==> src/hw/rtl/drs_pkg.sv <==
// ----------------------------------------------------------------------------
// drs_pkg
// Shared types, constants and helpers for the downmixing linear resampler.
// ----------------------------------------------------------------------------
package drs_pkg;

   // Channel lanes carried by one frame
   localparam int MAX_CHANNELS = 8;
   localparam int CNT_W        = $clog2(MAX_CHANNELS + 1);

   // Interpolation lanes: a step of at least one quarter gives at most four outputs
   localparam int LANES  = 4;
   localparam int LCNT_W = $clog2(LANES + 1);

   // Sample and mono formats
   localparam int SMP_W  = 16;
   localparam int MONO_W = 24;
   localparam int SUM_W  = SMP_W + $clog2(MAX_CHANNELS);
   localparam int MAG_W  = SUM_W + 8;

   // Reciprocal divide: q = (mag * floor(2^RECIP_SHIFT / n)) >> RECIP_SHIFT, then fix by one
   localparam int RECIP_SHIFT = 27;
   localparam int RECIP_W     = RECIP_SHIFT + 1;
   localparam int PROD_W      = MAG_W + RECIP_W;

   // Phase formats (unsigned Q4.16)
   localparam int STEP_W = 20;
   localparam int POS_W  = 21;
   localparam int POSX_W = 23;
   localparam int FRAC_W = 16;
   localparam logic [POSX_W-1:0] POS_ONE  = POSX_W'(65536);
   localparam logic [STEP_W-1:0] MIN_STEP = STEP_W'(16384);

   // Configuration registers
   localparam int CSR_AW = 3;
   localparam int CSR_DW = 32;
   localparam logic [3:0]        CCOUNT_RESET = 4'd2;
   localparam logic [STEP_W-1:0] STEP_RESET   = STEP_W'(196608);

   typedef enum logic {
      REG_CHANNEL_COUNT = 1'b0,
      REG_PHASE_STEP    = 1'b1
   } csr_reg_type;

   typedef logic signed [SMP_W-1:0]  sample_type;
   typedef logic signed [MONO_W-1:0] mono_type;

   // Frame sequencer states
   typedef enum logic [1:0] {
      ST_IDLE,
      ST_MIX,
      ST_LANE,
      ST_PUSH
   } state_type;

   // Stage enables handed to the interpolation lanes
   typedef struct packed {
      logic load;
      logic finish;
   } lane_ctrl_type;

   // floor(2^27 / n) for the active channel counts
   function automatic logic [RECIP_W-1:0] drs_recip(input logic [CNT_W-1:0] n);
      logic [RECIP_W-1:0] r;
      case (n)
         CNT_W'(1): r = RECIP_W'(134217728);
         CNT_W'(2): r = RECIP_W'(67108864);
         CNT_W'(3): r = RECIP_W'(44739242);
         CNT_W'(4): r = RECIP_W'(33554432);
         CNT_W'(5): r = RECIP_W'(26843545);
         CNT_W'(6): r = RECIP_W'(22369621);
         CNT_W'(7): r = RECIP_W'(19173961);
         CNT_W'(8): r = RECIP_W'(16777216);
         default:   r = RECIP_W'(134217728);
      endcase
      return r;
   endfunction

endpackage

==> src/hw/rtl/drs_downmix.sv <==
// ----------------------------------------------------------------------------
// drs_downmix
// Per-channel lanes feed an adder tree; the sum is scaled by 256 and divided
// by the channel count through a reciprocal multiply with a one-step fix.
// ----------------------------------------------------------------------------
module drs_downmix import drs_pkg::*; (
   input  logic                      clock,
   input  logic                      reset,
   input  logic                      start,
   input  logic [CNT_W-1:0]          n,
   input  sample_type                chan [MAX_CHANNELS],
   output logic                      done,
   output mono_type                  mono
);

   logic                    va_ff, va_in;
   logic                    vb_ff, vb_in;
   logic                    done_ff, done_in;
   logic [SUM_W-1:0]        maga_ff, maga_in;
   logic                    nega_ff;
   logic [CNT_W-1:0]        na_ff;
   logic [PROD_W-1:0]       prod_ff, prod_in;
   logic [MAG_W-1:0]        magb_ff;
   logic                    negb_ff;
   logic [CNT_W-1:0]        nb_ff;
   mono_type                mono_ff, mono_in;
   logic signed [SUM_W-1:0] sum;
   logic [MAG_W-1:0]        q_est;
   logic [MAG_W-1:0]        q_fix;
   logic [MAG_W+CNT_W-1:0]  qn;
   logic [MAG_W-1:0]        rem;

   // Mask inactive channels and add the lanes
   always_comb begin
      sum = '0;
      for (int c = 0; c < MAX_CHANNELS; c++) begin
         if (CNT_W'(c) < n) begin
            sum = sum + SUM_W'(chan[c]);
         end
      end
      maga_in = sum[SUM_W-1] ? SUM_W'(-sum) : SUM_W'(sum);
   end

   // Multiply the scaled magnitude by the reciprocal
   assign prod_in = PROD_W'({maga_ff, 8'b0}) * PROD_W'(drs_recip(na_ff));

   // Correct the estimate by one and restore the sign
   always_comb begin
      q_est   = prod_ff[RECIP_SHIFT +: MAG_W];
      qn      = (MAG_W+CNT_W)'(q_est) * (MAG_W+CNT_W)'(nb_ff);
      rem     = magb_ff - qn[MAG_W-1:0];
      q_fix   = (rem >= MAG_W'(nb_ff)) ? q_est + MAG_W'(1) : q_est;
      mono_in = negb_ff ? -mono_type'(q_fix[MONO_W-1:0]) : mono_type'(q_fix[MONO_W-1:0]);
   end

   assign va_in   = start;
   assign vb_in   = va_ff;
   assign done_in = vb_ff;

   // Advance the stage valids
   always_ff @(posedge clock) begin
      if (reset) begin
         va_ff   <= 1'b0;
         vb_ff   <= 1'b0;
         done_ff <= 1'b0;
      end else begin
         va_ff   <= va_in;
         vb_ff   <= vb_in;
         done_ff <= done_in;
      end
   end

   // Hold the stage payloads
   always_ff @(posedge clock) begin
      if (start) begin
         maga_ff <= maga_in;
         nega_ff <= sum[SUM_W-1];
         na_ff   <= n;
      end
      if (va_ff) begin
         prod_ff <= prod_in;
         magb_ff <= {maga_ff, 8'b0};
         negb_ff <= nega_ff;
         nb_ff   <= na_ff;
      end
      if (vb_ff) begin
         mono_ff <= mono_in;
      end
   end

   assign done = done_ff;
   assign mono = mono_ff;

endmodule

==> config.mk <==
export PLATFORM = sky130hd
export DESIGN_NAME = drs_downmix
export DESIGN_NICKNAME = d
export VERILOG_FILES = /design/src/hw/rtl/drs_pkg.sv /design/src/hw/rtl/drs_downmix.sv
export SDC_FILE = /design/constraint.sdc
export NUM_CORES = 2
export LEC_CHECK = 0
export ABC_AREA = 1
export BUFFER_PORTS_ARGS = -buffer_cell sky130_fd_sc_hd__buf_2
export CORE_ASPECT_RATIO = 0.5
export CORE_MARGIN = 10
export CORE_UTILIZATION = 39
export DETAILED_ROUTE_END_ITERATION = 8
export GPL_ROUTABILITY_DRIVEN = 1
export PLACE_DENSITY = 0.64
export SYNTH_ARGS = -nofsm -noshare
export SYNTH_HDL_FRONTEND = slang
export SYNTH_SLANG_ARGS = --single-unit
==> constraint.sdc <==
create_clock -name clock -period 22.9 [get_ports clock]
set_input_delay 1.145 -clock clock [delete_from_list [all_inputs] [get_ports clock]]
set_output_delay 1.145 -clock clock [all_outputs]
set_load 0.02 [all_outputs]
# After elaboration in Yosys (flattened, before gate mapping)
# Memories as Yosys holds them, arrays and structs flattened. A register that Yosys moved wholly into a read port is not among the register bits.
# Index checks and enable logic that the tools add are counted.
op_classes:
  n_addsub: 11
  multipliers: 2
  magnitude_cmp: 9
  muxes: 12
op_table:
  columns: ["op", "n"]
  rows:
  - ["two-way mux 19 bit", 8]
  - ["adder 19 x 16 -> 19 bit", 7]
  - ["two-way mux 24 bit", 2]
  - ["multiplier 19 x 28 -> 46 bit", 1]
  - [">= comparator 27 x 4 -> 1 bit", 1]
  - ["multiplier 27 x 4 -> 27 bit", 1]
  - ["subtractor 27 bit", 1]
  - ["adder 24 x 1 -> 24 bit, second input constant", 1]
  - ["negation 24 bit", 1]
  - ["negation 19 bit", 1]
  - ["two-way mux 18 bit", 1]
  - ["less-than comparator 3 x 4 -> 1 bit, first input constant", 4]
  - ["less-than comparator 1 x 4 -> 1 bit, first input constant", 2]
  - ["less-than comparator 2 x 4 -> 1 bit, first input constant", 2]
  - ["two-way mux 4 bit", 1]
word_totals:
  register_bits: 121
  romBits: 448
  in_bits: 135
  word_cells: 47
  n_memories: 1
mem_list:
  columns: ["memory", "words", "word_bits", "read_ports", "rd_clocked_by_memory_dff", "write_ports", "line_no", "rtl"]
  rows:
  - ["(no name shown)", 16, 28, 1, 1, 0, "drs_pkg.sv:65", "case (n)"]

# Depth between registers and ports, before layout
depth:
  word_depth: 18
  ltp_mapped: 79
  mapped_depth_nobuf: 78

# Worst setup path before layout
# OpenSTA, ideal clock, no wires.
synth_timing:
  path_kind: "input-to-reg"
  from: "in n[3]"
  to: "reg maga_ff[16] (data pin)"
  arrival_time_ps: 10495
  t_required_ps: 22651
  path_slack_ps: 12156
  cell_stages: 70
  n_path_buf: 1
  cell_sequence: "nor2_4 nand2_4 clkinv_1 nor2_1 ha_1 inv_1 fa_1 o21ai_1 inv_1 fa_1 or2_2 a21boi_2 fa_1 inv_1 nand3_1 nand2_1 nand2_1 nand2_1 [... 34 more ...] nand2_1 a21oi_1 o21ai_0 nand2_1 nand2_1 a21oi_1 nand2_1 nand2_1 a21oi_1 xnor2_1 inv_1 nand3_1 nand2_2 buf_6 nand2_1 nand2_1 nand2_1 inv_1"
synth_between:
  elab_cells_between_ends: 25
  classes_between: "add/sub: 8; order compare: 8; mux: 9"
synth_lines:
  columns: ["element", "line_no", "rtl"]
  rows:
  - ["from (decl)", "drs_downmix.sv:10", "input logic [CNT_W-1:0] n,"]
  - ["less-than comparator 1 x 4 -> 1 bit", "drs_downmix.sv:37", "if (CNT_W'(c) < n) begin"]
  - ["two-way mux 19 bit", "drs_downmix.sv:37", null]
  - ["adder 19 x 16 -> 19 bit", "drs_downmix.sv:38", "sum = sum + SUM_W'(chan[c]);"]
  - ["two-way mux 19 bit", "drs_downmix.sv:37", null]
  - ["adder 19 x 16 -> 19 bit", "drs_downmix.sv:38", null]
  - ["two-way mux 19 bit", "drs_downmix.sv:37", null]
  - ["adder 19 x 16 -> 19 bit", "drs_downmix.sv:38", null]
  - ["two-way mux 19 bit", "drs_downmix.sv:37", null]
  - ["[... 3 more ...]", null, null]
  - ["two-way mux 19 bit", "drs_downmix.sv:37", null]
  - ["adder 19 x 16 -> 19 bit", "drs_downmix.sv:38", null]
  - ["two-way mux 19 bit", "drs_downmix.sv:37", null]
  - ["adder 19 x 16 -> 19 bit", "drs_downmix.sv:38", null]
  - ["two-way mux 19 bit *", "drs_downmix.sv:37", null]
  - ["net sum[18]", "drs_downmix.sv:27", "logic signed [SUM_W-1:0] sum;"]
  - ["two-way mux 18 bit *", "drs_downmix.sv:41", "maga_in = sum[SUM_W-1] ? SUM_W'(-sum) : SUM_W'(sum);"]
  - ["net maga_in[16]", "drs_downmix.sv:19", "logic [SUM_W-1:0] maga_ff, maga_in;"]
  - ["to (signal assigned)", "drs_downmix.sv:76", "maga_ff <= maga_in;"]
  - ["to (decl)", "drs_downmix.sv:19", null]
# The timed path passes the listed nets; every way through them passes the cells marked *.
# A chain may end at the register's enable or synchronous reset.

# Final worst setup path
layout_timing:
  from: "in n[3]"
  to: "reg maga_ff[15] (data pin)"
layout_between:
  elab_chain_len: 18
  elab_cells_between_ends: 25
  classes_between: "add/sub: 8; order compare: 8; mux: 9"
layout_rtl:
  columns: ["element", "line_no"]
  rows:
  - ["less-than comparator 1 x 4 -> 1 bit", "drs_downmix.sv:37"]
  - ["two-way mux 19 bit", "drs_downmix.sv:37"]
  - ["adder 19 x 16 -> 19 bit", "drs_downmix.sv:38"]
  - ["two-way mux 19 bit", "drs_downmix.sv:37"]
  - ["adder 19 x 16 -> 19 bit", "drs_downmix.sv:38"]
  - ["two-way mux 19 bit", "drs_downmix.sv:37"]
  - ["adder 19 x 16 -> 19 bit", "drs_downmix.sv:38"]
  - ["two-way mux 19 bit", "drs_downmix.sv:37"]
  - ["[... 3 more ...]", null]
  - ["two-way mux 19 bit", "drs_downmix.sv:37"]
  - ["adder 19 x 16 -> 19 bit", "drs_downmix.sv:38"]
  - ["two-way mux 19 bit", "drs_downmix.sv:37"]
  - ["adder 19 x 16 -> 19 bit", "drs_downmix.sv:38"]
  - ["two-way mux 19 bit *", "drs_downmix.sv:37"]
  - ["negation 19 bit", "drs_downmix.sv:41"]
  - ["two-way mux 18 bit *", "drs_downmix.sv:41"]
  - ["net maga_in[15]", "drs_downmix.sv:19"]
# Marked as above.

==> impl_metrics.ini <==
[placement]
worst_setup_timing_slack_at_the_placement_stage_ns = 9.737
place.gp.congestion = 0.9572
hpwlAfterDp_um = 78150
buffer_ports.inserted = 159
placed_area_um2 = 32450

[worst_setup_path]
worstSetupEndpointType = register
cp.required_ns = 23.10
worst-path-max-fanout = 27
cp_common_cell = sky130_fd_sc_hd__nand2_1
cpMaxStageDelayCell = sky130_fd_sc_hd__ha_1
critPathArrivalTime_ns = 13.00
worst_r2r_startpoint = maga_ff[9]
timing.critical_path.from_type = input pin
r2r_cells = 24
crit-reg2reg-capture = prod_ff[50]
timing_worst_setup_path_type = in2reg
delay_contributed_by_the_slowest_stage_of_the_critical_path_ns = 0.39
ff2ff_setup_slack_ns = 14.92

[detailed_routing]
maxUsedRoutingLayer = met5
routedLengthMet1_um = 39660
antenna_violating_nets_post_route = 0
avgRoutedWirePerCell_um = 17.11
route.vias.total = 26970
met3_wirelength_um = 6328
dr.pass1.iters = 5
detailed_route_iter0_violations = 1886
routed_length_on_met2_um = 43680
routed_wl_um = 92050
drc_errors_left = 0
average_vias_per_placed_instance = 5.014

[cts]
num_cts_buffers = 17
cts_root_buffer = sky130_fd_sc_hd__clkbuf_16
holdBufCountCts = 0
cts_clk_pin_slew_worst_paths_ns = 0.06
clockBufferDepth = 2
clock_latency_at_the_later_pin_of_the_worst_skew_pair_ns = 0.46
post_cts_resized = 0
cts_tree = built
htreeDepth = 4
cts.sinks = 114
post_cts_buffers = 0

[floorplan]
core_um2 = 77650
boundary_pin_count = 160
die_area_um2 = 91060
chipHeight_um = 218.4
die-width_um = 416.9
rows = 72
initial_utilization = 0.3955

[global_route]
grt_pass1_vias = 28000
antenna_found_initial = 11
global_route.usage.total = 0.2029
grt_pass1_wl_um = 147900
grt_max_degree = 53
grt-ovfl-total = 0

[synthesis]
dominantRegCellSynth = sky130_fd_sc_hd__edfxtp_1
post_synth_instance_area_um2 = 30720
syn_area_per_cell_um2 = 7.237
yosys_register_bits = 114
yosysMostFrequentCell = sky130_fd_sc_hd__nand2_1
post_synth_most_frequent_cells = sky130_fd_sc_hd__nand2_1, sky130_fd_sc_hd__inv_1, sky130_fd_sc_hd__fa_1
yosys.area.top_type_share = 0.2744
synth.yosys.seq_area_share = 0.1066
asyncSetResetFlopFracSynth = 0
synth.yosys.warnings = 0
synth_top_area_cell = sky130_fd_sc_hd__fa_1
top_area_cells_in_the_synthesized_netlist = sky130_fd_sc_hd__fa_1, sky130_fd_sc_hd__nand2_1, sky130_fd_sc_hd__inv_1
post_synth_inst_count = 4244
synth-edff-count = 99
netlist-cell-type-count = 58
net_count_synth = 5095

[timing]
final_hold_vios = 0
worst_slack_ns = 10.10
max_slew.worst_pin.slew_ns = 1.148
clock.fmax_mhz = 78.12
finalCritPeriodShare = 0.5590
worst_clock_skew_ns = 0.01846
final_setup_violation_count = 0
drv_slew = 0
grt_setup_unrepaired = false
setup_total_negative_slack_ns = 0
timing.final.crit_period_ns = 12.80
max-slew-margin-rel = 0.2346

[finish]
final_design_area_no_fill_um2 = 33070
area_delta_synth_final_pct = 7.670
finalNetCount = 5177
fin_util = 0.4259
number_of_inserted_filler_cells_in_the_final_layout = 8029
layout-drive-gt1-share = 0.06384

[min_path]
min_delay_path_depth = 0
hold_class = reg2reg
hold_path.startpoint = na_ff[3]
hold-path-endpoint = nb_ff[3]

[flow_run]
maxCapViolations = 0

[run_status]
status = finished, final reports clean
-- critical path: cells and delay by family --
kind | cells | cell delay [ns]
compound gates | 19 | 3.26
buf+inv | 6 | 0.94
fa+ha+maj | 8 | 2.60
xor+xnor | 3 | 0.47
simple gates | 38 | 4.56
-- layout by cell type, fill, tap and decap left out, drive strengths merged, types with 20 or more instances in the layout --
cell type / netlist / routed
fa: 421 / 421
or2: 36 / 36
and2: 20 / 20
xnor2: 44 / 44
inv: 1029 / 1032
nand3: 253 / 253
edfxtp: 99 / 99
xor2: 109 / 109
nor3: 33 / 33
nand2: 1055 / 1055
ha: 295 / 295
nor2: 193 / 193
nand4: 43 / 43
o21ai: 148 / 148
a21oi: 215 / 215
buf: 27 / 170
-- metal layers --
layer / vias up / global-route usage
met2: 827 / 0.3510
met5: - / 0
li1: 13160 / -
met4: 2 / 0.05738
met3: 131 / 0.03535
met1: 12850 / 0.2597
-- stage by stage --
stage	instances	hold slack [ns]
global route	5379	0.6298
global placement	5343	0.5921
detailed placement	5343	0.6001
finish	5379	0.6052
CTS	5375	0.6177
floorplan	4244	0.4003
-- cell type report --
type                            instances  area (um2)  area share
Tap cell                             1036        1296     0.03919
Timing Repair Buffer                  170       878.3     0.02656
Clock inverter                         15       181.4    0.005486
Inverter                             1030        3866      0.1169
Antenna cell                            4       10.01   0.0003027
Multi-Input combinational cell       2993       23140      0.6997
Sequential cell                       114        3274     0.09901
Clock buffer                           17       425.4     0.01286
-- how the worst max path moves through the flow --
stage	from	cells after the start	end	slack, ns
2_1_floorplan	n[3]	70	maga_ff[16]	12.16
3_3_place_gp	n[3]	69	maga_ff[15]	10.09
3_5_place_dp	n[3]	74	maga_ff[15]	9.74
4_1_cts	n[3]	74	maga_ff[15]	10.18
5_1_grt	n[3]	74	maga_ff[15]	8.47
6_report	n[3]	74	maga_ff[15]	10.10
-- cell families (layout without fill, tap and decap cells) --
kind of cell,after synthesis,in the layout,synth area share
AOI/OAI and AO/OA,453,453,0.08440
xor gates and xnor gates,153,153,0.04363
adders and majority gates,716,716,0.3946
buffers and inverters,1137,1232,0.1402
DFF,114,114,0.1066
other,0,4,0
and+or+nand+nor,1671,1671,0.2306
Power is not shown: default switching activity piles up to over one toggle a cycle in this logic, so the estimate is an artifact.
