### src/hw/rtl/drs_pkg.sv
// ----------------------------------------------------------------------------
// drs_pkg
// Shared types, constants and helpers for the downmixing linear resampler.
// ----------------------------------------------------------------------------
package drs_pkg;

   // Channel lanes carried by one frame
   localparam int MAX_CHANNELS = 8;
   localparam int CNT_W        = $clog2(MAX_CHANNELS + 1);

   // Interpolation lanes: a step of at least one quarter gives at most four outputs
   localparam int LANES  = 4;
   localparam int LCNT_W = $clog2(LANES + 1);

   // Sample and mono formats
   localparam int SMP_W  = 16;
   localparam int MONO_W = 24;
   localparam int SUM_W  = SMP_W + $clog2(MAX_CHANNELS);
   localparam int MAG_W  = SUM_W + 8;

   // Reciprocal divide: q = (mag * floor(2^RECIP_SHIFT / n)) >> RECIP_SHIFT, then fix by one
   localparam int RECIP_SHIFT = 27;
   localparam int RECIP_W     = RECIP_SHIFT + 1;
   localparam int PROD_W      = MAG_W + RECIP_W;

   // Phase formats (unsigned Q4.16)
   localparam int STEP_W = 20;
   localparam int POS_W  = 21;
   localparam int POSX_W = 23;
   localparam int FRAC_W = 16;
   localparam logic [POSX_W-1:0] POS_ONE  = POSX_W'(65536);
   localparam logic [STEP_W-1:0] MIN_STEP = STEP_W'(16384);

   // Configuration registers
   localparam int CSR_AW = 3;
   localparam int CSR_DW = 32;
   localparam logic [3:0]        CCOUNT_RESET = 4'd2;
   localparam logic [STEP_W-1:0] STEP_RESET   = STEP_W'(196608);

   typedef enum logic {
      REG_CHANNEL_COUNT = 1'b0,
      REG_PHASE_STEP    = 1'b1
   } csr_reg_type;

   typedef logic signed [SMP_W-1:0]  sample_type;
   typedef logic signed [MONO_W-1:0] mono_type;

   // Frame sequencer states
   typedef enum logic [1:0] {
      ST_IDLE,
      ST_MIX,
      ST_LANE,
      ST_PUSH
   } state_type;

   // Stage enables handed to the interpolation lanes
   typedef struct packed {
      logic load;
      logic finish;
   } lane_ctrl_type;

   // floor(2^27 / n) for the active channel counts
   function automatic logic [RECIP_W-1:0] drs_recip(input logic [CNT_W-1:0] n);
      logic [RECIP_W-1:0] r;
      case (n)
         CNT_W'(1): r = RECIP_W'(134217728);
         CNT_W'(2): r = RECIP_W'(67108864);
         CNT_W'(3): r = RECIP_W'(44739242);
         CNT_W'(4): r = RECIP_W'(33554432);
         CNT_W'(5): r = RECIP_W'(26843545);
         CNT_W'(6): r = RECIP_W'(22369621);
         CNT_W'(7): r = RECIP_W'(19173961);
         CNT_W'(8): r = RECIP_W'(16777216);
         default:   r = RECIP_W'(134217728);
      endcase
      return r;
   endfunction

endpackage

### src/hw/rtl/drs_out_buf.sv
// ----------------------------------------------------------------------------
// drs_out_buf
// Merges the lane results of one frame into a short shift line and hands
// them out one request at a time, marking the last.
// ----------------------------------------------------------------------------
module drs_out_buf import drs_pkg::*; (
   input  logic              clock,
   input  logic              reset,
   input  logic              push,
   input  logic [LCNT_W-1:0] count,
   input  sample_type        samples [LANES],
   output logic              empty,
   output logic              rsp_valid,
   input  logic              rsp_stall,
   output sample_type        rsp_out_sample,
   output logic              rsp_run_last
);

   logic [LCNT_W-1:0] cnt_ff, cnt_in;
   sample_type        data_ff [LANES];
   logic              pop;

   assign pop   = (cnt_ff != '0) && !rsp_stall;
   assign empty = (cnt_ff == '0);

   // Load on push, drop one on each taken request
   always_comb begin
      cnt_in = cnt_ff;
      if (push) begin
         cnt_in = count;
      end else if (pop) begin
         cnt_in = cnt_ff - LCNT_W'(1);
      end
   end

   always_ff @(posedge clock) begin
      if (reset) begin
         cnt_ff <= '0;
      end else begin
         cnt_ff <= cnt_in;
      end
   end

   // Shift line, front entry is the one on offer
   always_ff @(posedge clock) begin
      if (push) begin
         for (int i = 0; i < LANES; i++) begin
            data_ff[i] <= samples[i];
         end
      end else if (pop) begin
         for (int i = 0; i < LANES - 1; i++) begin
            data_ff[i] <= data_ff[i+1];
         end
      end
   end

   assign rsp_valid      = (cnt_ff != '0);
   assign rsp_out_sample = data_ff[0];
   assign rsp_run_last   = (cnt_ff == LCNT_W'(1));

   a_push_empty : assert property (@(posedge clock) disable iff (reset)
      push |-> cnt_ff == '0)
      else $error("results loaded over pending results");

   a_cnt_range : assert property (@(posedge clock) disable iff (reset)
      cnt_ff <= LCNT_W'(LANES))
      else $error("result count beyond lane count");

endmodule

### config.mk
export PLATFORM = sky130hd
export DESIGN_NAME = drs_out_buf
export DESIGN_NICKNAME = d
export VERILOG_FILES = /design/src/hw/rtl/drs_pkg.sv /design/src/hw/rtl/drs_out_buf.sv
export SDC_FILE = /design/constraint.sdc
export NUM_CORES = 1
export LEC_CHECK = 0
export BUFFER_PORTS_ARGS = -buffer_cell sky130_fd_sc_hd__buf_2
export CAP_MARGIN = 10
export CORE_ASPECT_RATIO = 0.8
export CORE_MARGIN = 2
export CORE_UTILIZATION = 48
export CTS_BUF_LIST = sky130_fd_sc_hd__clkbuf_8
export CTS_CLUSTER_DIAMETER = 60
export CTS_CLUSTER_SIZE = 28
export DETAILED_ROUTE_END_ITERATION = 10
export HOLD_SLACK_MARGIN = 0.1
export PLACE_DENSITY = 0.78
export SLEW_MARGIN = 20
export SYNTH_ARGS = -nofsm -noshare
export SYNTH_HDL_FRONTEND = slang
export SYNTH_SLANG_ARGS = --single-unit
### constraint.sdc
create_clock -name clock -period 4.6 [get_ports clock]
set_input_delay 0.46 -clock clock [delete_from_list [all_inputs] [get_ports clock]]
set_output_delay 0.46 -clock clock [all_outputs]
set_load 0.05 [all_outputs]
* Yosys cells after proc, flatten, opt, wreduce, memory -nomap -nowiden
Memory sizes are Yosys's and may differ from the RTL's.
Cells that the tools add are included.
Widths: inputs -> output; s select.
** Cells by class
- Add/subtract/negate cells :: 1
- Reduce and logical (&&, ||, !) cells :: 5
- Bitwise operators :: 3
- Multiplexer cells :: 10
- Equal/unequal tests :: 1
** Operators with widths (number)
- $mux 16 :: 3
- $mux 3 :: 2
- $mux 1 :: 5
- $eq 3x1->1 const B :: 1
- $logic_not 3->1 :: 1
- $or 1x1->1 :: 3
- $reduce_bool 3->1 :: 1
- $sub 3x1->3 const B :: 1
- $reduce_bool 2->1 :: 1
- $logic_and 1x1->1 :: 1
- $logic_not 1->1 :: 1
** Storage, ports and cells
- Bits of input ports :: 71
- Output and inout bits :: 19
- Memory bits (writable) :: 64
- Logic and storage cells :: 22
- Bits in registers :: 3
- Memories kept :: 1
** Memories
- data_ff :: words 4, bits a word 16, rd ports 4, clocked after memory_dff 0, write ports 4, line drs_out_buf.sv:20 : sample_type data_ff [LANES];

* Depth between registers and ports, before layout
Gate-level depths: netlist (run 1).
- Depth after elaboration :: 6
- Gate-level depth with buffers :: 7
- Mapped depth without buffers :: 6

* Worst setup path after synthesis (run 1)
Ideal clock, no wire load.
- Path type :: register -> register
- Start point :: register cnt_ff[0]
- End point :: memory data_ff[0][0] (netlist name) (enable)
- Library setup time :: 0.520 ns
- Cell stages (with the launch flop) :: 5
- Required time :: 4.080 ns
- Path buffers :: 0
- Arrival :: 4.200 ns
- Period minus slack after synthesis :: 4.720 ns
- Path slack :: -0.120 ns
- Cells stage by stage :: dfxtp_1 inv_1 ha_1 nor2b_4 o21ai_0
** RTL lines
- start, declared :: line drs_out_buf.sv:19 : logic [LCNT_W-1:0] cnt_ff, cnt_in;
- start signal, assigned :: line drs_out_buf.sv:40 : cnt_ff <= cnt_in;
- end, declared :: line drs_out_buf.sv:20

==> out/results.txt, run 1 <==
status -> complete, no violations
Worst Path Buf+Inv -> 2
antenna cells -> 0
DR DRC count -> 0
top-count cell post-synth -> edfxtp_1
I/O pins -> 90
H-tree Lvls -> 3
1st-iter DRT viols -> 79
largest net degree at the start of global routing -> 49
Area growth, synth to finish -> 20.3%
metal2 WL -> 2370 microns
#FFs+latches synth -> 67
startpoint types -> flop
Hold Crit Class -> in2reg
dominant synthesized flop cell -> edfxtp_1
total wire length -> 4650 microns
Final setup viols -> 0
Yosys cell types -> 21
Tcrit/Tclk final -> 0.469
Synth area leader -> edfxtp_1
placed cell count -> 312
number of vias per cell -> 4.62
Worst Max-Slew Pin Slew -> 0.684 ns
DR WL met3 -> 308 microns
Reg clk slew, reported paths -> 0.07 ns
post-CTS resize count -> 0
Synth area leaders -> edfxtp_1, mux2_2, mux2_4
clk_skew -> 0.00972 ns
adder-cell share of the synthesized area -> 0.0127
Compound-Gate Fraction of Synth Area -> 0.0156
Yosys warning count -> 0
vias in the first global route -> 1515
largest family of logic cells by synthesized area -> multiplexers
core area -> 0.00594 sq mm
final setup TNS -> 0 ns
unrepaired setup endpoints after global routing -> no
routability cong. -> 0.808
simple-gate area share of the yosys netlist -> 0.0237
grt ovf -> 0
DR pass1 iterations -> 4
Syn Inst Count -> 161
later-pin clock latency in the skew report -> 0.34 ns
Routed WL per cell -> 14.2 microns
Leak -> 1.46 nW
Initial Utilization -> 0.498
total CTS buffers -> 9
fin crit period -> 2.16 ns
GRT Resource Usage Total -> 0.144
CTS tree -> done
Die ar. -> 0.00682 sq mm
initial antenna violation count -> 0
worst relative slew slack -> 0.544
fin cells -> 327
wl on met1 -> 1940 microns
Worst IR Drop VDD -> 0.000192 V
total number of vias -> 1512
port buffer count -> 89
Post-Syn Area -> 0.00296 sq mm
type of the worst setup path -> reg2reg
Final Max Slew Viols -> 0
P per Cell Area -> 418 mW/mm^2
Net Count, Synth -> 235
Die Wd -> 91.8 microns
top sig layer -> met4
post-CTS setup buffer count -> 0
worst-path maximum fanout -> 48
Synth Area in XOR/XNOR -> 0
max incr delay on CP -> 0.58 ns
Final HPWL DP -> 3270 microns
Worst EP arrival -> 2.25 ns
CP delay by family, top -> buffers and inverters
hold_buf cts -> 0
Post-synth EDFFs -> 64
Post-synth ARST share -> 0
max_cap viols -> 0
Nets -> 316
fmax -> 463 MHz
Reg2Reg Setup Slack -> 2.44 ns
CTS sink cnt -> 67
Req. time, crit path -> 4.69 ns
syn_area_per_cell -> 18.4 sq um
ranking of synthesized cells by instance count -> edfxtp_1, mux2_2, mux2_4
antenna-violating nets left -> 0
CTS Root Cell -> clkbuf_8
mux contribution to synthesized area -> 0.208
CP endpoint kind -> flop
die height -> 74.2 microns
Fin. Hold Viols -> 0
maximum clock path buffer count -> 2
Cell Rows -> 25
sequential fraction of the synthesis area -> 0.669
crit-path cells -> inv_1, ha_1, nor2b_4, nor3_4, buf_4, mux2_2
Synth top area share -> 0.649
first-pass GRT wire length -> 7160 microns
Crit-path slowest cell -> buf_4
proportion of layout cells with a drive suffix above 1 -> 0.638
==> sequential cells by signal (all words and copies together) (netlist names) <==
register / cells
data_ff: 64
cnt_ff: 3
==> per-layer routing <==
layer / GRT usage / vias up
li1: - / 756
met1: 0.165 / 698
met2: 0.242 / 56
met3: 0.0638 / 2
met4: 0.0597 / 0
met5: 0 / -
==> layout by cell type (no fill, tap or decap), types with 2 or more instances in the layout <==
| cell type | synthesis | layout |
|---|---|---|
| nor2_1 | 2 | 2 |
| ha_1 | 3 | 3 |
| o21ai_0 | 3 | 2 |
| clkbuf_8 | 0 | 9 |
| mux2_2 | 28 | 28 |
| a311oi_1 | 2 | 2 |
| bufinv_16 | 0 | 2 |
| buf_2 | 0 | 89 |
| mux2_4 | 20 | 20 |
| inv_1 | 6 | 6 |
| dfxtp_1 | 3 | 3 |
| buf_4 | 18 | 2 |
| edfxtp_1 | 64 | 64 |
==> through the flow <==
step / cell area, sq um / utilization / setup WS (ns) / hold WS, ns / power, mW
global route: 3560 / 0.599 / 2.32 / 0.271 / 1.55
finish: 3560 / 0.599 / 2.44 / 0.295 / 1.49
global placement: 3350 / 0.563 / 2.45 / 0.506 / 0.980
floorplan: 2960 / - / 1.18 / 0.484 / 0.943
CTS: 3560 / 0.599 / 2.43 / 0.274 / 1.51
detailed placement: 3350 / 0.563 / 2.40 / 0.520 / 0.987
==> kinds of logic after synthesis <==
family,count (synthesis)
muxes,48
adders and majority gates,3
and+or+nand+nor,9
DFF,67
AOI/OAI and AO/OA,7
buffers and inverters,27
==> final cells by class <==
cell class / count / area [sq um]
fillers: 471 / 2380
clock buffers: 9 / 124
inverters: 6 / 22.5
well taps: 81 / 101
clock inverters: 6 / 90.1
repair buffers: 91 / 460
multi-input cells: 67 / 781
flip-flops and latches: 67 / 1980
==> where the power goes <==
group | internal, mW | total, mW | switching (mW)
combinational | 0.0872 | 0.215 | 0.128
clock | 0.304 | 0.517 | 0.213
sequential | 0.740 | 0.756 | 0.0158
==> final timing paths <==
path	from	end	cells past startpoint
worst min register to register	cnt_ff[0]	cnt_ff[0]	2
worst max-delay path	cnt_ff[0]	data_ff[0][17]	6
worst max register to register	cnt_ff[0]	data_ff[0][17]	6
worst min-delay path	samples[13]	data_ff[0][61]	1
No activity file was read; power rests on OpenSTA's default activity.
==> run 2: changes to the inputs <==
==> constraint.sdc (replaced) <==
create_clock -name clock -period 1.9 [get_ports clock]
set_input_delay 0.19 -clock clock [delete_from_list [all_inputs] [get_ports clock]]
set_output_delay 0.19 -clock clock [all_outputs]
set_load 0.05 [all_outputs]
==> out/results.txt, run 2 (synthesis gave the netlist of run 1 again) <==
Routed WL per cell -> 13.9 microns (-2.1%)
largest net degree at the start of global routing -> 49 (unchanged)
maximum clock path buffer count -> 2 (unchanged)
Tcrit/Tclk final -> 0.936 (+0.467)
final core utilization -> 0.634 (+0.0347)
initial antenna violation count -> 0 (unchanged)
Final Max Slew Viols -> 0 (unchanged)
vias in the first global route -> 1618 (+6.8%)
clk_skew -> 0.00759 ns (-0.00213 ns)
P per Cell Area -> 930 mW/mm^2 (+120%)
Area growth, synth to finish -> 27.3%
Hold Slack -> 0.134 ns (-0.161 ns)
Reg clk slew, reported paths -> 0.07 ns (about the same)
most frequent cells in the layout -> buf_2, edfxtp_1, mux2_2
final setup TNS -> 0 ns (unchanged)
unrepaired setup endpoints after global routing -> no
H-tree Lvls -> 3 (unchanged)
Worst Max-Slew Pin Slew -> 0.251 ns (-0.433 ns)
total wire length -> 4840 microns (+4.2%)
number of vias per cell -> 4.54 (-1.7%)
placed cell count -> 314 (+0.64%)
Die ar. -> 0.00682 sq mm (unchanged)
Worst IR Drop VDD -> 0.000368 V (+91%)
DR pass1 iterations -> 4 (unchanged)
Cell Rows -> 25 (unchanged)
Fin. Hold Viols -> 0 (unchanged)
I/O pins -> 90 (unchanged)
antenna-violating nets left -> 0 (unchanged)
worst relative slew slack -> 0.831 (+0.286)
CTS sink cnt -> 67 (unchanged)
Final HPWL DP -> 3310 microns (+1.2%)
worst-path maximum fanout -> 26 (-46%)
later-pin clock latency in the skew report -> 0.34 ns (about the same)
proportion of layout cells with a drive suffix above 1 -> 0.607 (-0.0315)
max_cap viols -> 0 (unchanged)
Nets -> 336 (+6.3%)
CP endpoint kind -> flop
total number of vias -> 1581 (+4.6%)
post-CTS setup buffer count -> 0 (unchanged)
max FFs per register -> 64 (unchanged)
Worst EP arrival -> 1.87 ns (-0.38 ns)
routability cong. -> 0.799 (-1.1%)
Reg2Reg Setup Slack -> 0.12 ns (-2.32 ns)
type of the worst setup path -> reg2reg
fin crit period -> 1.78 ns (-0.380 ns)
1st-iter DRT viols -> 55 (-30%)
first-pass GRT wire length -> 7670 microns (+7.1%)
post-CTS resize count -> 0 (unchanged)
DR DRC count -> 0 (unchanged)
GRT Resource Usage Total -> 0.154 (+0.00981)
CTS Root Cell -> clkbuf_8
Req. time, crit path -> 1.99 ns (-2.70 ns)
Leak -> 1.54 nW (+5.6%)
Hold Crit Class -> in2reg
commonest non-fill, non-tap cell in the layout -> buf_2
grt ovf -> 0 (unchanged)
total CTS buffers -> 9 (unchanged)
fin cells -> 348 (+6.4%)
status -> complete, no violations
die height -> 74.2 microns (unchanged)
fmax -> 562 MHz (+21%)
top flop regs -> data_ff: 64 flops, cnt_ff: 3 flops
CTS tree -> done
startpoint types -> flop
Pwr Total -> 3.50 mW (+140%)
port buffer count -> 89 (unchanged)
Final setup viols -> 0 (unchanged)
antenna cells -> 0 (unchanged)
Initial Utilization -> 0.498 (unchanged)
core area -> 0.00594 sq mm (unchanged)
Die Wd -> 91.8 microns (unchanged)
Top reg by flops -> data_ff
## run 2: cell types whose count changed in the layout (fill, tap and decap cells not counted), sizes merged
cell         previous run  this run
clkinv                  2         5
bufinv                  2         1
buf                    91        93
inv                     7         6
dlygate4sd3             0        18
## run 2: cell type report
cell class | instances | area [sq um]
tap | 81 | 101
sequential | 67 | 1980
clock inverter | 7 | 58.8
clock buffer | 9 | 124
multi-input combinational | 67 | 783
fill | 445 | 2180
inverter | 6 | 22.5
timing repair buffer | 111 | 693
## run 2: critical path, stage by stage, from the launching register on
cell	delay, ns
dfxtp_2	0.35
inv_2	0.05
ha_2	0.17
nor2b_4	0.15
nor3_4	0.22
buf_12	0.23
mux2_2	0.36
## run 2: final timing paths
path         depth (start not counted)       endpoint      startpoint
max reg2reg                          6  data_ff[0][4]       cnt_ff[0]
min                                  3      cnt_ff[0]        count[0]
max                                  6  data_ff[0][4]       cnt_ff[0]
min reg2reg                          1  data_ff[0][6]  data_ff[0][22]
## run 2: power breakdown
group	internal [mW]	switching [mW]	total (mW)
Clock	0.587	0.517	1.10
Combinational	0.251	0.318	0.568
Sequential	1.79	0.0385	1.83
## run 2: through the flow
step | worst slack, ns | cell area [sq um]
2_1_floorplan | -0.0754 | 2980
3_3_place_gp | 0.163 | 3400
3_5_place_dp | 0.116 | 3400
4_1_cts | 0.106 | 3770
5_1_grt | 0.0490 | 3770
6_report | 0.122 | 3770
## run 2: routing by layer
layer	up-vias	global-route usage	part of all wire
met2	58	0.245	0.49
li1	801	-	-
met3	9	0.0344	0.051
met4	0	0.0945	0.021
met5	-	0	0
met1	713	0.197	0.44
## run 2: repair_timing
item / 4_1_cts / 5_1_grt
endpoints found under the hold margin: 19 / 0
setup endpoints to repair: 0 / 0
hold buffers: 18 / 0
