**config.mk**
```make
export PLATFORM = sky130hd
export DESIGN_NAME = drs_interp_lane
export DESIGN_NICKNAME = d
export VERILOG_FILES = /design/src/hw/rtl/drs_pkg.sv /design/src/hw/rtl/drs_interp_lane.sv
export SDC_FILE = /design/constraint.sdc
export NUM_CORES = 1
export LEC_CHECK = 0
export ABC_AREA = 1
export BUFFER_PORTS_ARGS = -buffer_cell sky130_fd_sc_hd__buf_4
export CAP_MARGIN = 0
export CORE_MARGIN = 2
export CORE_UTILIZATION = 43
export CTS_CLUSTER_DIAMETER = 50
export DETAILED_ROUTE_END_ITERATION = 7
export PLACE_DENSITY = 0.59
export SYNTH_ARGS = -nofsm -noshare
export SYNTH_HDL_FRONTEND = slang
export SYNTH_SLANG_ARGS = --single-unit
```
**constraint.sdc**
```tcl
create_clock -name clock -period 11.2 [get_ports clock]
set_clock_uncertainty 0.05 [all_clocks]
set_input_delay 0.56 -clock clock [delete_from_list [all_inputs] [get_ports clock]]
set_output_delay 0.56 -clock clock [all_outputs]
set_load 0.01 [all_outputs]
```
**src/hw/rtl/drs_pkg.sv**
```systemverilog
// ----------------------------------------------------------------------------
// drs_pkg
// Shared types, constants and helpers for the downmixing linear resampler.
// ----------------------------------------------------------------------------
package drs_pkg;

   // Channel lanes carried by one frame
   localparam int MAX_CHANNELS = 8;
   localparam int CNT_W        = $clog2(MAX_CHANNELS + 1);

   // Interpolation lanes: a step of at least one quarter gives at most four outputs
   localparam int LANES  = 4;
   localparam int LCNT_W = $clog2(LANES + 1);

   // Sample and mono formats
   localparam int SMP_W  = 16;
   localparam int MONO_W = 24;
   localparam int SUM_W  = SMP_W + $clog2(MAX_CHANNELS);
   localparam int MAG_W  = SUM_W + 8;

   // Reciprocal divide: q = (mag * floor(2^RECIP_SHIFT / n)) >> RECIP_SHIFT, then fix by one
   localparam int RECIP_SHIFT = 27;
   localparam int RECIP_W     = RECIP_SHIFT + 1;
   localparam int PROD_W      = MAG_W + RECIP_W;

   // Phase formats (unsigned Q4.16)
   localparam int STEP_W = 20;
   localparam int POS_W  = 21;
   localparam int POSX_W = 23;
   localparam int FRAC_W = 16;
   localparam logic [POSX_W-1:0] POS_ONE  = POSX_W'(65536);
   localparam logic [STEP_W-1:0] MIN_STEP = STEP_W'(16384);

   // Configuration registers
   localparam int CSR_AW = 3;
   localparam int CSR_DW = 32;
   localparam logic [3:0]        CCOUNT_RESET = 4'd2;
   localparam logic [STEP_W-1:0] STEP_RESET   = STEP_W'(196608);

   typedef enum logic {
      REG_CHANNEL_COUNT = 1'b0,
      REG_PHASE_STEP    = 1'b1
   } csr_reg_type;

   typedef logic signed [SMP_W-1:0]  sample_type;
   typedef logic signed [MONO_W-1:0] mono_type;

   // Frame sequencer states
   typedef enum logic [1:0] {
      ST_IDLE,
      ST_MIX,
      ST_LANE,
      ST_PUSH
   } state_type;

   // Stage enables handed to the interpolation lanes
   typedef struct packed {
      logic load;
      logic finish;
   } lane_ctrl_type;

   // floor(2^27 / n) for the active channel counts
   function automatic logic [RECIP_W-1:0] drs_recip(input logic [CNT_W-1:0] n);
      logic [RECIP_W-1:0] r;
      case (n)
         CNT_W'(1): r = RECIP_W'(134217728);
         CNT_W'(2): r = RECIP_W'(67108864);
         CNT_W'(3): r = RECIP_W'(44739242);
         CNT_W'(4): r = RECIP_W'(33554432);
         CNT_W'(5): r = RECIP_W'(26843545);
         CNT_W'(6): r = RECIP_W'(22369621);
         CNT_W'(7): r = RECIP_W'(19173961);
         CNT_W'(8): r = RECIP_W'(16777216);
         default:   r = RECIP_W'(134217728);
      endcase
      return r;
   endfunction

endpackage

```
**src/hw/rtl/drs_interp_lane.sv**
```systemverilog
// ----------------------------------------------------------------------------
// drs_interp_lane
// One interpolation lane: prev + frac * (cur - prev), truncated toward zero
// from Q.24 and clamped to 16 bits. Two stages: multiply, then scale.
// ----------------------------------------------------------------------------
module drs_interp_lane import drs_pkg::*; (
   input  logic              clock,
   input  lane_ctrl_type     ctrl,
   input  logic [FRAC_W-1:0] frac,
   input  mono_type          prev,
   input  mono_type          cur,
   output sample_type        sample
);

   localparam int PW = FRAC_W + MONO_W + 2;
   localparam int AW = PW + 1;
   localparam int QW = AW - 24;

   logic signed [MONO_W:0] diff;
   logic signed [PW-1:0]   fx, dx;
   logic signed [PW-1:0]   prod_ff, prod_in;
   mono_type               prev_ff;
   logic signed [AW-1:0]   acc;
   logic signed [QW-1:0]   q;
   sample_type             sample_ff, sample_in;

   // Multiply the fraction by the sample difference
   always_comb begin
      diff    = (MONO_W+1)'(cur) - (MONO_W+1)'(prev);
      fx      = $signed(PW'({1'b0, frac}));
      dx      = PW'(diff);
      prod_in = fx * dx;
   end

   // Add the base, truncate toward zero, clamp
   always_comb begin
      acc = (AW'(prev_ff) <<< 16) + AW'(prod_ff);
      q   = QW'(acc >>> 24);
      if (acc[AW-1] && (acc[23:0] != 24'd0)) begin
         q = q + QW'(1);
      end
      if (q > QW'(32767)) begin
         sample_in = 16'sh7FFF;
      end else if (q < -QW'(32768)) begin
         sample_in = 16'sh8000;
      end else begin
         sample_in = q[SMP_W-1:0];
      end
   end

   always_ff @(posedge clock) begin
      if (ctrl.load) begin
         prod_ff <= prod_in;
         prev_ff <= prev;
      end
      if (ctrl.finish) begin
         sample_ff <= sample_in;
      end
   end

   assign sample = sample_ff;

endmodule

```
[Word level (Yosys, flattened, before mapping)]
Cells that the tools add are included.
Storage, ports and cells
  register bits after elaboration: 82
  output and inout port bits: 16
  logic and storage cells: 13
Cells by class
  add/subtract/negate cells: 3
  multipliers: 1
  magnitude comparators: 2
  multiplexer cells: 2
  reduce and logical (&&, ||, !) cells: 2
Operator list (count)
  40-bit by 42-bit adder with 43-bit output: 1
  17-bit by 25-bit multiplier with 42-bit output: 1
  24-bit by 24-bit subtractor with 25-bit output: 1
  24-bit nonzero test: 1
  19-bit by 2-bit adder with 19-bit output, second input constant: 1
  19-bit by 16-bit > comparator with 1-bit output, second input constant: 1
  19-bit by 16-bit less-than comparator with 1-bit output, second input constant: 1
  19-bit 2-to-1 mux: 1
  16-bit 2-to-1 mux: 1
  1-bit logical AND: 1

[Logic depth before layout (Yosys ltp)]
Gate-level depths: netlist of the first run.
  word-level depth: 6
  mapped depth: 38
  depth with buffers taken out: 37

[Least setup slack after synthesis of the first run]
OpenSTA, ideal clock, no wires.
  path kind: input -> register
  start: input cur[0]
  end: register prod_ff[39] (data pin)
  setup time: 0.262 ns
  arrival: 7.654 ns
  required time: 10.888 ns
  setup slack: 3.234 ns
  stages: 32
  path buffers: 1
  cell sequence: inv_1 ha_1 fa_1 o21ai_1 a31oi_1 o21ai_2 a21oi_1 o21ai_1 nand2_1 nand2_1 xor2_2 buf_2 nor2_1 fa_1 inv_1 fa_1 inv_1 fa_1 fa_1 fa_1 inv_1 fa_1 inv_1 ha_1 nand2_1 nor2_1 inv_1 nor4_1 nand3_1 nand3_1 a21oi_1 xor2_1
On the way
  cells in the longest elaborated chain, start to end: 2
Ends and longest elaborated chain
  start: declaration: RTL line drs_interp_lane.sv:11  | input mono_type cur,
  24-bit by 24-bit subtractor with 25-bit output: RTL line drs_interp_lane.sv:29  | diff = (MONO_W+1)'(cur) - (MONO_W+1)'(prev);
  17-bit by 25-bit multiplier with 42-bit output: RTL line drs_interp_lane.sv:32  | prod_in = fx * dx;
  net prod_in[39]: RTL line drs_interp_lane.sv:21  | logic signed [PW-1:0] prod_ff, prod_in;
  end signal: assignment: RTL line drs_interp_lane.sv:53  | prod_ff <= prod_in;
  end: declaration: RTL line drs_interp_lane.sv:21
The timed path passes the listed nets, and every way through them passes these cells.
A chain may end at the register's enable or synchronous reset.

[Worst setup path in the final report of the first run]
  start: input prev[0]
  end: register prod_ff[40] (data pin)
On the way
  cells in the longest elaborated chain, start to end: 2
Ends and longest elaborated chain
  start: declaration: RTL line drs_interp_lane.sv:10  | input mono_type prev,
  24-bit by 24-bit subtractor with 25-bit output: RTL line drs_interp_lane.sv:29
  17-bit by 25-bit multiplier with 42-bit output: RTL line drs_interp_lane.sv:32
  net prod_in[40]: RTL line drs_interp_lane.sv:21
The timed path passes the listed nets, and every way through them passes these cells.

==> flow_metrics.tcl, run 1 <==
set metrics [dict create \
    clock.fmax_mhz 99.9 \
    worstSkewPairLatency_ns 0.35 \
    routed_wl_mm 59.7 \
    via_per_inst 5.05 \
    antenna_found_initial 0 \
    slew_headroom_pct 30.7 \
    crit_end "prod_ff[40]" \
    max_cap_viol_count 0 \
    clk_pin_slew_ns 0.06 \
    first_global_vias 18000 \
    die_area_um2 50800 \
    clockBufferDepth 2 \
    hp-class "primary input to flip-flop" \
    crit_family "adder cells" \
    die_w_um 225 \
    ys_warn_count 0 \
    ant_nets 0 \
    stdcell_count 3342 \
    via_count 16900 \
    cts.sinks 82 \
    drv_slew 0 \
    nets 3330 \
    grt_max_degree 67 \
    worst_slew_pin_slew_ns 1.03 \
    wire_per_inst_um 17.9 \
    fin_crit_sh_pct 89.4 \
    whs_ns 0.342 \
    areaGrowthSynthToFinish_pct 7.47 \
    die_h_um 225 \
    syn_nets 3278 \
    finalHoldViolations 0 \
    synthCells 2664 \
    final_common_cell "inv_1" \
    slowest_stage "nor4_1" \
    drc_errors 0 \
    setup.worst_path.start_class "primary input" \
    hpwl_mm 50.0 \
    initial_core_util_pct 43.3 \
    htreeDepth 3 \
    syn_area_per_cell_um2 7.91 \
    path_max_fanout 16 \
    root_buffer "clkbuf_16" \
    arrival_ns 10.14 \
    crit_type "primary input to flip-flop" \
    path_depth 32 \
    drt_pass1_iterations 5 \
    placementRows 81 \
    grt_usage_pct 24.7 \
    ys_seq_elements 82 \
    cts_tree "done" \
    cts_setup_buffers 0 \
    reg2reg_from "prev_ff[0]" \
    postCtsResizedCells 0 \
    grt_pass1_wl_mm 96.0 \
    critPathMostFrequentCell "fa_1" \
    synth.distinct_cells 44 \
    pin_count 83 \
    reg2reg_depth 20 \
    layout_min_cycle_time_ns 10.01 \
    end_kind "flip-flop" \
    final-setup-viol-count 0 \
    r2r_slack_ns 7.52 \
    crit_path_start "prev[0]" \
    core-area_um2 48600 \
    overflow 0 \
    num_antenna_cells 0 \
    yosysSeqAreaShare_pct 11.7 \
    gp_congestion 0.927 \
    drtIter0Drc 1026 \
    cpPeakStageDelay_ns 0.81 \
    r2r_end "sample[1]" \
    outcome "finished clean" \
    worst-path-buf-inv 6 \
    rsz0062_at_grt "no" \
    drive_above_1_share_pct 7.90 \
    port_buffers 82 \
    final_cell_mix "inv_1, nand2_1, fa_1" \
    finalSetupTns_ns 0 \
    cts_hold_buf 0 \
    dp_cells 3327 \
    cp.required_ns 11.33 \
    numCtsBuffers 9 \
    netlist_area_um2 21100 \
]
-- kinds of logic after synthesis --
logic type,share of synthesized area [%]
AND/OR/NAND/NOR,20.6
XOR/XNOR,3.07
flip-flops,11.7
AO/OA/AOI/OAI,4.42
buffers and inverters,13.8
adder cells (fa/ha/maj),46.5
-- layer usage --
metal | GRT usage, % | share of wire (%)
met1 | 31.8 | 42
met2 | 42.6 | 48
met3 | 4.15 | 6.9
met4 | 7.69 | 2.8
met5 | 0 | 0
-- cell type report --
class	instances	area [um^2]
flip-flops and latches	82	2460
inverters	714	2680
clock buffers	9	225
repair buffers	96	721
well taps	622	778
clock inverters	6	42.5
fillers	4852	26000
multi-input cells	1813	15700
-- registers in the layout, indices dropped and copies added (netlist names) --
signal,cells
sample,16
prev_ff,24
prod_ff,42
-- metrics by stage --
stage	util, %	setup WS (ns)	cell area [um^2]
finish	46.6	1.19	22700
floorplan	-	3.23	21100
global route	46.6	0.676	22700
CTS	46.6	1.30	22700
detailed placement	46.0	0.952	22400
global placement	46.0	1.11	22400
-- how the worst min path moves through the flow --
stage / to / from / cells past startpoint
global route: prev_ff[18] / prev[18] / 1
floorplan: prev_ff[0] / prev[0] / 0
finish: prev_ff[18] / prev[18] / 1
CTS: prev_ff[18] / prev[18] / 1
detailed placement: prev_ff[18] / prev[18] / 1
global placement: prev_ff[2] / prev[2] / 1
-- synth_stat cells (all sizes together) --
cell | number | area [um^2]
a211oi | 1 | 7.51
a21boi | 5 | 37.5
a21o | 7 | 52.6
a21oi | 79 | 399
a221oi | 2 | 17.5
a31oi | 18 | 113
and2 | 2 | 12.5
buf | 8 | 52.6
clkbuf | 47 | 176
clkinv | 10 | 37.5
edfxtp | 82 | 2460
fa | 393 | 7870
ha | 154 | 1930
inv | 704 | 2640
nand2 | 591 | 2290
nand3 | 72 | 400
nand3b | 5 | 41.3
nand4 | 22 | 144
nor2 | 286 | 1120
nor3 | 15 | 80.1
nor4 | 3 | 18.8
o211ai | 2 | 15.0
o21a | 1 | 7.51
o21ai | 35 | 186
o21bai | 9 | 78.8
o221ai | 2 | 17.5
or2 | 36 | 225
xnor2 | 26 | 228
xor2 | 47 | 419
Power of run 1 is not shown: default switching activity piles up to over one toggle a cycle in this logic, so the estimate is an artifact.
==> run 2: changes to the inputs <==
--- a/config.mk
+++ b/config.mk
@@ -12,7 +12,7 @@
 export CORE_UTILIZATION = 43
 export CTS_CLUSTER_DIAMETER = 50
 export DETAILED_ROUTE_END_ITERATION = 7
-export PLACE_DENSITY = 0.59
+export MAX_ROUTING_LAYER = met4
 export SYNTH_ARGS = -nofsm -noshare
 export SYNTH_HDL_FRONTEND = slang
 export SYNTH_SLANG_ARGS = --single-unit
==> run 2 against run 1 <==
- die area unchanged
- core utilization up 0.051 points
- setup slack worse by 0.18 ns
- routed wire length up 1.2%
- fmax down 1.8%
- non-clock buffer count up 1
- count of clock-buffer cells in the layout unchanged
- register-to-register slack about the same
- sequential share of layout area about the same
- global-route usage up 0.96 points
- first-iteration DRC count down 0.58%
- cell count about the same
- highest routed layer unchanged
==> flow_metrics.tcl, run 2 (synthesis gave the netlist of run 1 again) <==
set metrics [dict create \
    first_global_vias 17900 \
    cp.required_ns 11.30 \
    root_buffer "clkbuf_16" \
    wire_per_inst_um 18.1 \
    finalSetupTns_ns 0 \
    postCtsResizedCells 0 \
    port_buffers 82 \
    grt_max_degree 67 \
    routed_wl_mm 60.4 \
    cts_hold_buf 0 \
    dp_cells 3328 \
    multiInputGateArea_um2 15700 \
    die_area_um2 50800 \
    worstSkewPairLatency_ns 0.35 \
    stdcell_count 3344 \
    rsz0062_at_grt "no" \
    num_antenna_cells 0 \
    final_common_cell "inv_1" \
    clk_pin_slew_ns 0.07 \
    final-setup-viol-count 0 \
    crit_path_start "prev[0]" \
    final_cell_mix "inv_1, nand2_1, fa_1" \
    overflow 0 \
    clock.fmax_mhz 98.1 \
    crit_type "primary input to flip-flop" \
    largest_register "prod_ff" \
    die_h_um 225 \
    drt_pass1_iterations 6 \
    path_max_fanout 16 \
    max_cap_viol_count 0 \
    drive_above_1_share_pct 7.90 \
    drtIter0Drc 1020 \
    cts_setup_buffers 0 \
    nets 3331 \
    finalHoldViolations 0 \
    gp_congestion 0.952 \
    outcome "finished clean" \
    end_kind "flip-flop" \
    setup.worst_path.start_class "primary input" \
    r2r_slack_ns 7.53 \
    r2r_end "sample[0]" \
    die_w_um 225 \
    drv_slew 0 \
    worst_slew_pin_slew_ns 1.10 \
    cts.sinks 82 \
    htreeDepth 3 \
    drc_errors 0 \
    fin_crit_sh_pct 91.0 \
    nFillCells 4883 \
    grt_pass1_wl_mm 97.1 \
    clockBufferDepth 2 \
    crit_end "prod_ff[40]" \
    layout_min_cycle_time_ns 10.19 \
    reg2reg_depth 20 \
    antenna_found_initial 0 \
    via_per_inst 5.06 \
    initial_core_util_pct 43.3 \
    slew_headroom_pct 26.3 \
    min_delay_path_depth 1 \
    largest_reg_flops 42 \
    regArea_um2 2460 \
    via_count 16900 \
    arrival_ns 10.30 \
    placementRows 81 \
    grt_usage_pct 25.7 \
    ant_nets 0 \
    slowest_stage "nor4_1" \
    core-area_um2 48600 \
    reg2reg_from "prev_ff[0]" \
    pin_count 83 \
    numCtsBuffers 9 \
    cts_tree "done" \
    hp-class "primary input to flip-flop" \
    areaGrowthSynthToFinish_pct 7.59 \
    cpPeakStageDelay_ns 0.86 \
    critPathMostFrequentCell "fa_1" \
    hpwl_mm 50.8 \
]
run 2: cell types whose count changed in the layout (fill, tap and decap cells not counted), sizes merged:
cell	before	now
buf	96	97
inv	705	707
bufinv	0	1
clkinvlp	2	0
run 2: how the worst min path moves through the flow:
| stage | start | endpoint | slack (ns) |
|---|---|---|---|
| after floorplan | prev[0] | prev_ff[0] | 0.61 |
| after global placement | prev[2] | prev_ff[2] | 0.70 |
| after detailed placement | prev[19] | prev_ff[19] | 0.70 |
| after CTS | prev[19] | prev_ff[19] | 0.33 |
| after global routing | prev[21] | prev_ff[21] | 0.33 |
| final | prev[19] | prev_ff[19] | 0.34 |
run 2: layout make-up:
cell class,count,share of cell area (%)
clock buffer,9,0.993
clock inverter,7,0.331
inverter,714,11.8
multi-input combinational,1813,69.4
sequential,82,10.9
tap,622,3.43
timing repair buffer,97,3.21
run 2: critical path, delay by kind of cell:
family / cells / cell delay, ns
xor+xnor: 2 / 0.93
simple gates: 9 / 2.11
fa+ha+maj: 9 / 4.44
buf+inv: 6 / 0.64
compound gates: 6 / 1.60
run 2: metrics by stage:
stage                     utilization [%]  setup WS [ns]  hold WS [ns]  area (um^2)
after floorplan                         -           3.23         0.609        21100
after detailed placement             46.0          0.610         0.700        22400
after global placement               46.0          0.672         0.700        22400
after CTS                            46.6          0.977         0.331        22700
final                                46.6           1.01         0.345        22700
after global routing                 46.6          0.540         0.334        22700
run 2: per-layer routing:
metal | GRT usage (%) | wire (um)
met1 | 33.3 | 26000
met2 | 43.1 | 29400
met3 | 3.22 | 3810
met4 | 5.81 | 1250
met5 | - | 0
Power of run 2 is left out for the same reason.
==> run 3: changes to the inputs <==
--- a/config.mk
+++ b/config.mk
@@ -8,8 +8,8 @@
 export ABC_AREA = 1
 export BUFFER_PORTS_ARGS = -buffer_cell sky130_fd_sc_hd__buf_4
 export CAP_MARGIN = 0
-export CORE_MARGIN = 2
 export CORE_UTILIZATION = 43
+export CTS_BUF_LIST = sky130_fd_sc_hd__clkbuf_16
 export CTS_CLUSTER_DIAMETER = 50
 export DETAILED_ROUTE_END_ITERATION = 7
 export MAX_ROUTING_LAYER = met4
==> run 3 against run 2 <==
- global-route usage is 0.58 points higher
- first-iteration DRC count is 8.2% higher
- flip-flop and latch count stayed put
- die area is 1.8% lower
- cell count is 0.15% lower
- setup slack better by 0.39 ns
- via count is 0.30% higher
- fmax is 4.0% higher
- count of clock-buffer cells in the layout stayed put
- register-to-register slack better by 0.02 ns
- non-clock buffer count is 2 higher
- critical path depth is 1 higher
- critical path type unchanged
==> flow_metrics.tcl, run 3 (synthesis gave the netlist of run 1 again) <==
set metrics [dict create \
    final_cell_mix "inv_1, nand2_1, fa_1" \
    fin_crit_sh_pct 87.5 \
    via_count 17000 \
    wire_per_inst_um 18.1 \
    drv_slew 0 \
    cts_hold_buf 0 \
    cp.required_ns 11.34 \
    grt_usage_pct 26.3 \
    clk_pin_slew_ns 0.06 \
    finalHoldViolations 0 \
    slowest_stage "nor4_1" \
    slew_headroom_pct 33.7 \
    clock.fmax_mhz 102 \
    crit_type "primary input to flip-flop" \
    cts_setup_buffers 0 \
    die_w_um 223 \
    cpPeakStageDelay_ns 0.75 \
    stdcell_count 3339 \
    pin_count 83 \
    htreeDepth 3 \
    port_buffers 82 \
    initial_core_util_pct 43.9 \
    overflow 0 \
    drc_errors 0 \
    layout_min_cycle_time_ns 9.80 \
    hp-class "primary input to flip-flop" \
    drtIter0Drc 1104 \
    die_area_um2 49900 \
    via_per_inst 5.08 \
    grt_pass1_wl_mm 97.5 \
    clockBufferDepth 2 \
    routed_wl_mm 60.3 \
    placementRows 80 \
    core-area_um2 48000 \
    numCtsBuffers 9 \
    worst-path-buf-inv 6 \
    r2r_slack_ns 7.55 \
    final-setup-viol-count 0 \
    finalSetupTns_ns 0 \
    crit_family "adder cells" \
    first_global_vias 18200 \
    cts.sinks 82 \
    die_h_um 223 \
    setup.worst_path.start_class "primary input" \
    max_cap_viol_count 0 \
    end_kind "flip-flop" \
    nets 3333 \
    dp_cells 3323 \
    hpwl_mm 51.2 \
    cts_tree "done" \
    antenna_found_initial 1 \
    outcome "finished clean" \
    ant_nets 0 \
    root_buffer "clkbuf_16" \
    areaGrowthSynthToFinish_pct 7.63 \
    path_max_fanout 11 \
    worstSkewPairLatency_ns 0.36 \
    final_common_cell "inv_1" \
    largest_reg_flops 42 \
    worst_slew_pin_slew_ns 0.985 \
    arrival_ns 9.94 \
    postCtsResizedCells 0 \
    gp_congestion 0.961 \
    drt_pass1_iterations 8 \
    rsz0062_at_grt "no" \
    grt_max_degree 67 \
    drive_above_1_share_pct 7.93 \
    largest_register "prod_ff" \
    num_antenna_cells 0 \
]
==> run 3: changes by cell type in the layout (fill, tap and decap cells not counted) <==
cell / delta
clkinv_4: +2
buf_4: +2
inv_6: -1
clkinv_2: -2
inv_1: +1
==> run 3: worst paths after layout <==
kind          startpoint          end  cells past startpoint
max             prev[15]  prod_ff[40]                     33
min             prev[21]  prev_ff[21]                      1
max reg2reg   prev_ff[0]   sample[11]                     20
min reg2reg  prev_ff[23]   sample[15]                      4
==> run 3: area by class of cell <==
type	count	area, um^2
clock buffer	9	225
fill	4844	25400
sequential	82	2460
timing repair buffer	99	743
inverter	714	2680
tap	615	769
clock inverter	7	77.6
multi-input combinational	1813	15700
==> run 3: layer usage <==
metal / vias up / global-route usage (%) / share of wire (%)
met2: 576 / 43.1 / 47
met4: 0 / 8.55 / 3.3
met1: 8315 / 34.1 / 43
met5: - / - / 0
met3: 116 / 2.65 / 6.2
li1: 7954 / - / -
==> run 3: per-stage QoR <==
step	hold slack, ns	util, %	worst slack, ns	instance area (um^2)
6_report	0.337	47.2	1.40	22700
5_1_grt	0.326	47.2	0.958	22700
4_1_cts	0.321	47.2	1.41	22700
3_5_place_dp	0.700	46.6	1.07	22400
3_3_place_gp	0.700	46.6	1.05	22400
2_1_floorplan	0.609	-	3.23	21100
Power of run 3 is left out for the same reason.
